$ cat config.mk
export PLATFORM = sky130hd
export DESIGN_NAME = uri_percent_encoder
export DESIGN_NICKNAME = d
export VERILOG_FILES = /design/src/rtl/upe_pkg.sv /design/src/rtl/uri_percent_encoder.sv
export VERILOG_INCLUDE_DIRS = /design/src /design/src/rtl
export SDC_FILE = /design/constraint.sdc
export NUM_CORES = 1
export LEC_CHECK = 0
export ABC_CLOCK_PERIOD_IN_PS = 4740
export BUFFER_PORTS_ARGS = -buffer_cell sky130_fd_sc_hd__buf_2
export CORE_UTILIZATION = 59
export CTS_CLUSTER_SIZE = 25
export DETAILED_ROUTE_END_ITERATION = 8
export PLACE_DENSITY = 0.83
export SYNTH_ARGS = -nofsm -noshare
export SYNTH_HDL_FRONTEND = slang
export SYNTH_SLANG_ARGS = --single-unit
$ cat constraint.sdc
create_clock -name clk -period 4.74 [get_ports clk]
set_clock_uncertainty 0.1 [all_clocks]
set_input_delay 0.711 -clock clk [delete_from_list [all_inputs] [get_ports clk]]
set_output_delay 0.711 -clock clk [all_outputs]
set_load 0.02 [all_outputs]
$ cat src/rtl/assert_macros.svh
// Assertion macros shared by the RTL of the URI percent encoder.
// Needs a clock named clk and an active-low reset named arst_n in scope.
`ifndef ASSERT_MACROS_SVH
`define ASSERT_MACROS_SVH
`ifndef SYNTHESIS
// Same-cycle implication, checked at every rising edge out of reset.
`define ASSERT_SAME(label, ante, cons) \
	label: assert property (@(posedge clk) disable iff (!arst_n) (ante) |-> (cons)) \
		else $error("assertion failed");
// Next-cycle implication, checked at every rising edge out of reset.
`define ASSERT_NEXT(label, ante, cons) \
	label: assert property (@(posedge clk) disable iff (!arst_n) (ante) |=> (cons)) \
		else $error("assertion failed");
`else
`define ASSERT_SAME(label, ante, cons)
`define ASSERT_NEXT(label, ante, cons)
`endif
`endif

$ cat src/rtl/upe_pkg.sv
// Constants and helper functions of the URI percent encoder.
// Depends on nothing; used by uri_percent_encoder.
`default_nettype none
package upe_pkg;

	// Width of one character and the index of a character within a run.
	localparam int CHAR_W = 8;
	localparam int IDX_W  = 3;

	typedef logic [CHAR_W-1:0] char_t;
	typedef logic [IDX_W-1:0]  idx_t;

	// Index of the final character of a run, one per kind of run.
	localparam idx_t IDX_LAST_PASS  = 3'd0;
	localparam idx_t IDX_LAST_ESC   = 3'd2;
	localparam idx_t IDX_LAST_LATIN = 3'd5;

	// Positions inside an escaped run.
	localparam idx_t IDX_PCT_A = 3'd0;
	localparam idx_t IDX_HI_A  = 3'd1;
	localparam idx_t IDX_LO_A  = 3'd2;
	localparam idx_t IDX_PCT_B = 3'd3;
	localparam idx_t IDX_HI_B  = 3'd4;
	localparam idx_t IDX_LO_B  = 3'd5;

	localparam char_t CHAR_PCT   = 8'h25;
	localparam char_t CHAR_SLASH = 8'h2F;

	// True for the unreserved characters of RFC 3986.
	function automatic logic is_unreserved(input char_t c);
		return (c >= 8'h41 && c <= 8'h5A) || (c >= 8'h61 && c <= 8'h7A) ||
			(c >= 8'h30 && c <= 8'h39) || c == 8'h2D || c == 8'h5F ||
			c == 8'h2E || c == 8'h7E;
	endfunction

	// Upper-case hex digit for one nibble.
	function automatic char_t hex_char(input logic [3:0] v);
		if (v < 4'd10) begin
			return 8'h30 + {4'h0, v};
		end else begin
			return 8'h37 + {4'h0, v};
		end
	endfunction

endpackage
`default_nettype wire

$ cat src/rtl/uri_percent_encoder.sv
// Top level of the URI percent encoder: input register, character select, result register.
// Depends on upe_pkg and assert_macros.svh.
//
// Usage: a byte word is offered on in_byte with start high; it is taken at a rising
// edge where start is high and busy is low. Each byte yields a run of 1, 3 or 6
// characters: a passed byte, %HH, or %C2/%C3 followed by %HH for bytes of 128 and up.
// Characters leave one per cycle on out_char with out_strobe high for exactly one
// cycle each; last_of_run marks the final character of a run.
// The first character goes through the input register, then the result register.
// The rate of bytes is set by their run lengths and by the single result register, which
// sends one character per cycle. busy drops in the cycle that forms the last character
// of a run, the cycle before that character reaches the ports, so the next byte follows
// with no gap.
// The receiver cannot stall; every strobed word must be taken when it appears. The user
// writes pass_slash through cfg_we/cfg_wdata only while the block is idle; not enforced.
// Reset (arst_n low) clears pass_slash, ends any run and removes the strobe.
`default_nettype none
`include "assert_macros.svh"
module uri_percent_encoder
	import upe_pkg::*;
(
	input  wire logic       clk,
	input  wire logic       arst_n,
	input  wire logic       cfg_we,
	input  wire logic       cfg_wdata,
	input  wire logic       start,
	output logic            busy,
	input  wire logic [7:0] in_byte,
	output logic            out_strobe,
	output logic [7:0]      out_char,
	output logic            last_of_run
);

	logic  pass_slash_q;
	logic  act_q;
	char_t byte_s1;
	idx_t  idx_q;
	idx_t  last_idx_q;
	logic  last_now;
	logic  accept;
	char_t esc_val;
	char_t char_sel;
	idx_t  last_idx_in;

	// Configuration register.
	always_ff @(posedge clk or negedge arst_n) begin
		if (!arst_n) begin
			pass_slash_q <= 1'b0;
		end else if (cfg_we) begin
			pass_slash_q <= cfg_wdata;
		end
	end

	// Run length of an incoming byte, as the index of its last character.
	always_comb begin
		if (is_unreserved(in_byte) || (in_byte == CHAR_SLASH && pass_slash_q)) begin
			last_idx_in = IDX_LAST_PASS;
		end else if (!in_byte[7]) begin
			last_idx_in = IDX_LAST_ESC;
		end else begin
			last_idx_in = IDX_LAST_LATIN;
		end
	end

	// Handshake: a new byte is taken when idle or during the last character of a run.
	assign last_now = (idx_q == last_idx_q);
	assign busy     = act_q && !last_now;
	assign accept   = start && !busy;

	// Input register and character counter.
	always_ff @(posedge clk or negedge arst_n) begin
		if (!arst_n) begin
			act_q      <= 1'b0;
			idx_q      <= '0;
			last_idx_q <= '0;
		end else if (accept) begin
			act_q      <= 1'b1;
			idx_q      <= '0;
			last_idx_q <= last_idx_in;
		end else if (act_q && last_now) begin
			act_q <= 1'b0;
		end else if (act_q) begin
			idx_q <= idx_q + 3'd1;
		end
	end

	always_ff @(posedge clk) begin
		if (accept) begin
			byte_s1 <= in_byte;
		end
	end

	// Value being escaped: the byte itself, or one of its two UTF-8 bytes.
	always_comb begin
		if (last_idx_q == IDX_LAST_ESC) begin
			esc_val = byte_s1;
		end else if (idx_q < IDX_PCT_B) begin
			esc_val = {6'b110000, byte_s1[7:6]};
		end else begin
			esc_val = {2'b10, byte_s1[5:0]};
		end
	end

	// Character for the current position of the run.
	always_comb begin
		if (last_idx_q == IDX_LAST_PASS) begin
			char_sel = byte_s1;
		end else begin
			case (idx_q) inside
				IDX_PCT_A, IDX_PCT_B: char_sel = CHAR_PCT;
				IDX_HI_A, IDX_HI_B:   char_sel = hex_char(esc_val[7:4]);
				IDX_LO_A, IDX_LO_B:   char_sel = hex_char(esc_val[3:0]);
				default:              char_sel = CHAR_PCT;
			endcase
		end
	end

	// Result register.
	always_ff @(posedge clk or negedge arst_n) begin
		if (!arst_n) begin
			out_strobe <= 1'b0;
		end else begin
			out_strobe <= act_q;
		end
	end

	always_ff @(posedge clk) begin
		out_char    <= char_sel;
		last_of_run <= last_now;
	end

	// A run is never cut short: a strobe without the last marker is followed by another.
	`ASSERT_NEXT(a_run_continues, out_strobe && !last_of_run, out_strobe)
	// Every active cycle of the input register puts one word on the result ports.
	`ASSERT_NEXT(a_act_strobes, act_q, out_strobe)
	// An accepted byte starts its run at the first character.
	`ASSERT_NEXT(a_accept_starts, accept, act_q && idx_q == IDX_PCT_A)
	// The counter never passes the last character of its run.
	`ASSERT_SAME(a_idx_bound, act_q, idx_q <= last_idx_q)

endmodule
`default_nettype wire

Yosys cells after proc, flatten, opt, wreduce, memory -nomap -nowiden
Cells that the tools add are included.
{"block": "totals", "output_inout_bits": 11, "in_bits": 13, "ff_bits": 26}
{"block": "op_classes", "eq_ne": 13, "addsub": 5, "n_reduce_logical": 24, "magnitude_cmp": 9, "mux": 15}
{"cell": "2-to-1 mux 7 bit", "count": 5}
{"cell": "adder 6 x 4 -> 7 bit, first input constant", "count": 4}
{"cell": "== test 8 x 6 -> 1 bit, second input constant", "count": 3}
{"cell": "2-to-1 mux 8 bit", "count": 3}
{"cell": "== test 8 x 7 -> 1 bit, second input constant", "count": 2}
{"cell": ">= comparator 8 x 7 -> 1 bit, second input constant", "count": 2}
{"cell": "<= comparator 8 x 7 -> 1 bit, second input constant", "count": 2}
{"cell": "2-to-1 mux 3 bit", "count": 5}
{"cell": "== test 3 x 2 -> 1 bit, second input constant", "count": 3}
{"cell": ">= comparator 8 x 6 -> 1 bit, second input constant", "count": 1}
{"cell": "<= comparator 8 x 6 -> 1 bit, second input constant", "count": 1}
{"cell": "less-than comparator 4 bit, second input constant", "count": 2}
{"cell": "logical AND 1 bit", "count": 7}
{"cell": "logical OR 1 bit", "count": 7}
{"cell": "== test 3 bit, second input constant", "count": 2}
{"cell": "logical NOT 3 bit", "count": 2}
{"cell": "OR reduction 2 bit", "count": 3}
{"cell": "nonzero test 2 bit", "count": 2}
{"cell": "adder 3 x 1 -> 3 bit, second input constant", "count": 1}
{"cell": "== test 3 x 1 -> 1 bit, second input constant", "count": 1}
{"cell": "== test 3 bit", "count": 1}
{"cell": "less-than comparator 3 x 2 -> 1 bit, second input constant", "count": 1}
{"cell": "logical NOT 1 bit", "count": 2}
{"cell": "2-to-1 mux 1 bit", "count": 2}
{"cell": "2 further kinds", "count": 2}

Longest topological paths before layout
{"block": "depth", "ltp_word": 10, "depth_mapped": 11, "ltp_nobuf": 9}

Least setup slack after synthesis
No wires, ideal clock.
{"block": "synth_path", "path_kind": "register -> register", "from": "register last_idx_q[0]", "to": "register out_char[6]", "stages_incl_launch_ff": 10, "path_buffers": 1, "path_slack_ns": 2.774, "setup_time_ns": 0.122, "required_time_ns": 4.518, "arrival_ns": 1.744, "path_cell_list": "dfrtp_1 > nand2b_2 > nand2_2 > buf_6 > mux2i_1 > ha_1 > nor2b_1 > o211ai_1 > nor2_1 > a221o_1"}
{"block": "synth_between", "elab_chain_len": 8, "elab_cells_between_ends": 15}
{"item": "start, declared", "line": "uri_percent_encoder.sv:38", "source": "idx_t last_idx_q;"}
{"item": "start signal, assigned", "line": "uri_percent_encoder.sv:79", "source": "last_idx_q <= last_idx_in;"}
{"item": "== test 3 x 2 -> 1 bit", "line": "uri_percent_encoder.sv:95", "source": "if (last_idx_q == IDX_LAST_ESC) begin"}
{"item": "2-to-1 mux 8 bit", "line": "uri_percent_encoder.sv:95"}
{"item": "adder 6 x 4 -> 7 bit (tied with other cells)", "line": "upe_pkg.sv:41", "source": "return 8'h37 + {4'h0, v};"}
{"item": "2-to-1 mux 7 bit", "line": "upe_pkg.sv:38", "source": "if (v < 4'd10) begin"}
{"item": "2-to-1 mux 7 bit (2 in series)", "line": "uri_percent_encoder.sv:109", "source": "case (idx_q) inside"}
{"item": "2-to-1 mux 8 bit", "line": "uri_percent_encoder.sv:109"}
{"item": "2-to-1 mux 8 bit *", "line": "uri_percent_encoder.sv:106", "source": "if (last_idx_q == IDX_LAST_PASS) begin"}
{"item": "named net char_sel[6]", "line": "uri_percent_encoder.sv:42", "source": "char_t char_sel;"}
{"item": "end signal, assigned", "line": "uri_percent_encoder.sv:128", "source": "out_char <= char_sel;"}
{"item": "end, declared", "line": "uri_percent_encoder.sv:30", "source": "output logic [7:0] out_char,"}
Mark *: on every way through the listed nets, which the timed path passes. The rest lies on a longest branch.
A chain may end at the register's enable or synchronous reset.

Worst setup path in the final report
{"block": "layout_path", "from": "register idx_q[2]", "to": "output busy"}
{"block": "layout_between", "elab_chain_len": 3}
{"item": "start, declared", "line": "uri_percent_encoder.sv:37", "source": "idx_t idx_q;"}
{"item": "start signal, assigned", "line": "uri_percent_encoder.sv:83", "source": "idx_q <= idx_q + 3'd1;"}
{"item": "== test 3 bit", "line": "uri_percent_encoder.sv:66", "source": "assign last_now = (idx_q == last_idx_q);"}
{"item": "logical NOT 1 bit", "line": "uri_percent_encoder.sv:67", "source": "assign busy = act_q && !last_now;"}
{"item": "logical AND 1 bit", "line": "uri_percent_encoder.sv:67"}
{"item": "end, declared", "line": "uri_percent_encoder.sv:27", "source": "output logic busy,"}
Every way passes these cells.

==> PnR_summary.wiki <==
{| class="wikitable"
! Metric !! Value
|-
| CTS Buffer Depth || 2
|-
| Combined area of all synthesized cells || between 0.001 and 0.0015 mm²
|-
| Sequential area share after synthesis || around 42%
|-
| Buffers added on ports || 23
|-
| Overall routing resource usage || around a quarter
|-
| CP Data Arrival Time || roughly 1.7 ns
|-
| Die width || 51.8 µm
|-
| Syn Inst Count || 145
|-
| Setup crit start kind || flop
|-
| Final critical-path setup slack || between 2 and 2.5 ns
|-
| Instance count after placement with tap cells included || just under 200
|-
| Die Ht || a little over 50 µm
|-
| Routability congestion estimate from global placement || between 0.9 and 1
|-
| Post-synth EDFFs || 8
|-
| Remaining global-route overflow || 0
|-
| TritonCTS clock tree || yes
|-
| Synth Register Bits || 25
|-
| CP Data Required Time || just under 4 ns
|-
| Maximum vdd ir drop || just under 0.0006 V
|-
| Number of setup violations in the final report || 0
|-
| Count of different cell masters after synthesis || 53
|-
| Floorplan Core Area || 0.00228 mm²
|-
| Fraction of layout instances using a drive strength above 1 || 25.9%
|-
| Net Count, Synth || 165
|-
| CTS sink count || 25
|-
| Starting density of the core || between 60 and 70%
|-
| DRC Markers || 0
|-
| Least-Margin Pin Slew || between 0.3 and 0.4 ns
|-
| H-tree level count || 1
|-
| Hold Vio Cnt, Final || 0
|-
| Leak || 0.698 nW
|-
| Setup Buffers After CTS || 0
|-
| Violation count after the first detailed-route iteration || 26
|-
| I/O pins || 24
|-
| Number of clock buffers inserted by TritonCTS || 3
|-
| Count of antenna diodes in the layout || 0
|-
| Synth Flop Type || sky130_fd_sc_hd__dfxtp_1
|-
| Number of global-route vias before repair || 1127
|-
| Worst slack at placement || 2.60 ns
|-
| Setup repair after global routing missed its margin || no
|-
| Endpoint kind of the worst setup timing path || output port
|-
| Outcome || complete, no violations
|-
| Total number of placement rows || 17
|-
| Global-route wire length before repair || 4820 µm
|-
| Half-perimeter wire length after detailed placement || between 2000 and 2500 µm
|-
| Cell Pwr Density || about 670 mW/mm²
|-
| Routed Wire Length || 2870 µm
|-
| Worst Path Max Fanout || 9
|-
| Avg Cell Area, Syn || 10.1 µm²
|-
| Die ar. || 0.00268 mm²
|-
| Synth-to-Final Area Change || 11.0%
|-
| Clock latency at the later pin of the worst-skew pair || 0.32 ns
|-
| Number of gates resized after cts || 0
|-
| Critical path class || reg2out
|-
| Max-slew headroom at the worst pin || between 70 and 80%
|-
| Maximum number of pins on one net before global-route repair || 15
|-
| Cell accounting for the most synthesized area || sky130_fd_sc_hd__edfxtp_1
|-
| Vias post-DR || around 1200
|-
| Initial DRT Pass Iterations || 4
|-
| Quantity of hold-fixing buffers added after cts || 0
|-
| Area fraction of the dominant cell type after synthesis || ~16%
|-
| FFs w/ async S/R, synth || approximately 32%
|-
| Final Cycle Share || between 50% and 60%
|-
| Final Critical Period || between 2 and 2.5 ns
|-
| Final ANT Viol Nets || 0
|-
| Minimum hold slack || slightly above 0.09 ns
|-
| Detail-routed via count per cell || 6.10
|-
| Post-route insts no fill || between 150 and 200
|-
| Main area contributors after synthesis || sky130_fd_sc_hd__edfxtp_1 (16%), sky130_fd_sc_hd__dfrtp_1 (14%), sky130_fd_sc_hd__dfxtp_1 (12%)
|-
| MaxCap Viol Count || 0
|-
| Synth warn || 0
|-
| Total number of nets in the final design || about 190
|-
| Slew Viols, Final || 0
|-
| Sum of negative setup slack || 0 ns
|-
| Total Power || 0.00109 W
|-
| Average wire per standard cell || 14.5 µm
|-
| Cell at the root of the clock tree || sky130_fd_sc_hd__clkbuf_4
|-
| Antenna violations before repair || 0
|-
| Clk pin slew, worst setup/hold paths || around 0.14 ns
|-
| Timing-limited maximum frequency || ~400 MHz
|-
| Hold WC Path Type || in2async
|}
registers in the layout, indices dropped and copies added (netlist names):
register / flops
act_q: 1
byte_s1: 8
idx_q: 3
last_idx_q: 2
last_of_run: 1
out_char: 8
out_strobe: 1
pass_slash_q: 1
placed cells by master, fill, tap and decap left out, types with 3 or more instances in the layout:
| master | n |
|---|---|
| sky130_fd_sc_hd__nor2_1 | 9 |
| sky130_fd_sc_hd__nand2b_1 | 9 |
| sky130_fd_sc_hd__and3b_1 | 3 |
| sky130_fd_sc_hd__buf_2 | 23 |
| sky130_fd_sc_hd__o22ai_1 | 3 |
| sky130_fd_sc_hd__o21ai_0 | 4 |
| sky130_fd_sc_hd__a211oi_2 | 3 |
| sky130_fd_sc_hd__a21oi_1 | 10 |
| sky130_fd_sc_hd__dfxtp_1 | 9 |
| sky130_fd_sc_hd__xnor2_1 | 3 |
| sky130_fd_sc_hd__dfrtp_1 | 8 |
| sky130_fd_sc_hd__edfxtp_1 | 8 |
| sky130_fd_sc_hd__nand3_1 | 3 |
| sky130_fd_sc_hd__ha_1 | 7 |
| sky130_fd_sc_hd__inv_1 | 6 |
| sky130_fd_sc_hd__nand2_1 | 12 |
| sky130_fd_sc_hd__clkbuf_4 | 3 |
synthesized netlist by cell type (2+ instances only):
master,n
sky130_fd_sc_hd__nand2_1,12
sky130_fd_sc_hd__a21oi_1,10
sky130_fd_sc_hd__dfxtp_1,9
sky130_fd_sc_hd__nand2b_1,9
sky130_fd_sc_hd__nor2_1,9
sky130_fd_sc_hd__dfrtp_1,8
sky130_fd_sc_hd__edfxtp_1,8
sky130_fd_sc_hd__ha_1,7
sky130_fd_sc_hd__inv_1,6
sky130_fd_sc_hd__o21ai_0,4
sky130_fd_sc_hd__a211oi_2,3
sky130_fd_sc_hd__and3b_1,3
sky130_fd_sc_hd__nand3_1,3
sky130_fd_sc_hd__o22ai_1,3
sky130_fd_sc_hd__xnor2_1,3
sky130_fd_sc_hd__a221o_1,2
sky130_fd_sc_hd__a32o_1,2
sky130_fd_sc_hd__mux2_2,2
sky130_fd_sc_hd__mux2i_1,2
sky130_fd_sc_hd__nand2_2,2
sky130_fd_sc_hd__nand4b_1,2
sky130_fd_sc_hd__nor2_2,2
sky130_fd_sc_hd__nor2b_1,2
sky130_fd_sc_hd__o21ai_1,2
sky130_fd_sc_hd__o31ai_1,2
layout make-up:
type	instances	area, µm²
Timing Repair Buffer	23	115
Multi-Input combinational cell	112	803
Sequential cell	25	621
Fill cell	169	652
Clock buffer	3	22.5
Tap cell	28	35.0
Inverter	6	22.5
Clock inverter	1	5.00
per-stage QoR:
stage	cell area, µm²	utilization (%)
final	1620	71.4
after global routing	1620	71.4
after CTS	1620	71.4
after detailed placement	1600	70.1
after global placement	1600	70.1
after floorplan	1460	-
power breakdown:
group	internal (W)	switching, W	total [W]
logic	0.000251	0.000353	0.000604
clock network	0.0000316	0.0000637	0.0000953
registers	0.000311	0.0000816	0.000392
total	0.000593	0.000498	0.00109
routing by layer:
metal / track usage [%] / part of all wire (%) / up-vias
met5: 0 / 0 / -
met2: 45.0 / 52 / 51
met4: 8.56 / 1.3 / 0
met1: 28.1 / 42 / 568
met3: 4.09 / 4.3 / 6
li1: - / - / 582
path summary, 6_finish.rpt:
| kind | cells past startpoint | from | to | slack [ns] |
|---|---|---|---|---|
| worst min register to register | 0 | act_q | out_strobe | 0.37 |
| max in group asynchronous | 1 | arst_n | idx_q[0] | 4.29 |
| worst min-delay path | 1 | arst_n | act_q | 0.09 |
| worst max-delay path | 5 | idx_q[2] | busy | 2.25 |
| min in group clk | 0 | act_q | out_strobe | 0.37 |
| worst max register to register | 8 | last_idx_q[0] | out_char[6] | 2.56 |
worst max-delay path, stage by stage, from the launching register on:
cell and delay, ns:
sky130_fd_sc_hd__dfrtp_1 0.52, sky130_fd_sc_hd__and3_1 0.22, sky130_fd_sc_hd__o21ai_2 0.23, sky130_fd_sc_hd__nand2_2 0.13, sky130_fd_sc_hd__inv_1 0.09, sky130_fd_sc_hd__buf_2 0.16
cells by family (layout without fill, tap and decap cells):
family,Yosys count,count (layout),synth area share [%]
compound gates,41,41,21.3
simple gates,55,55,21.6
fa+ha+maj,7,7,5.99
mux,5,5,3.68
xor+xnor,4,4,2.40
flops,25,25,42.4
buf+inv,8,33,2.65
Power figures use the tool's default switching activity.
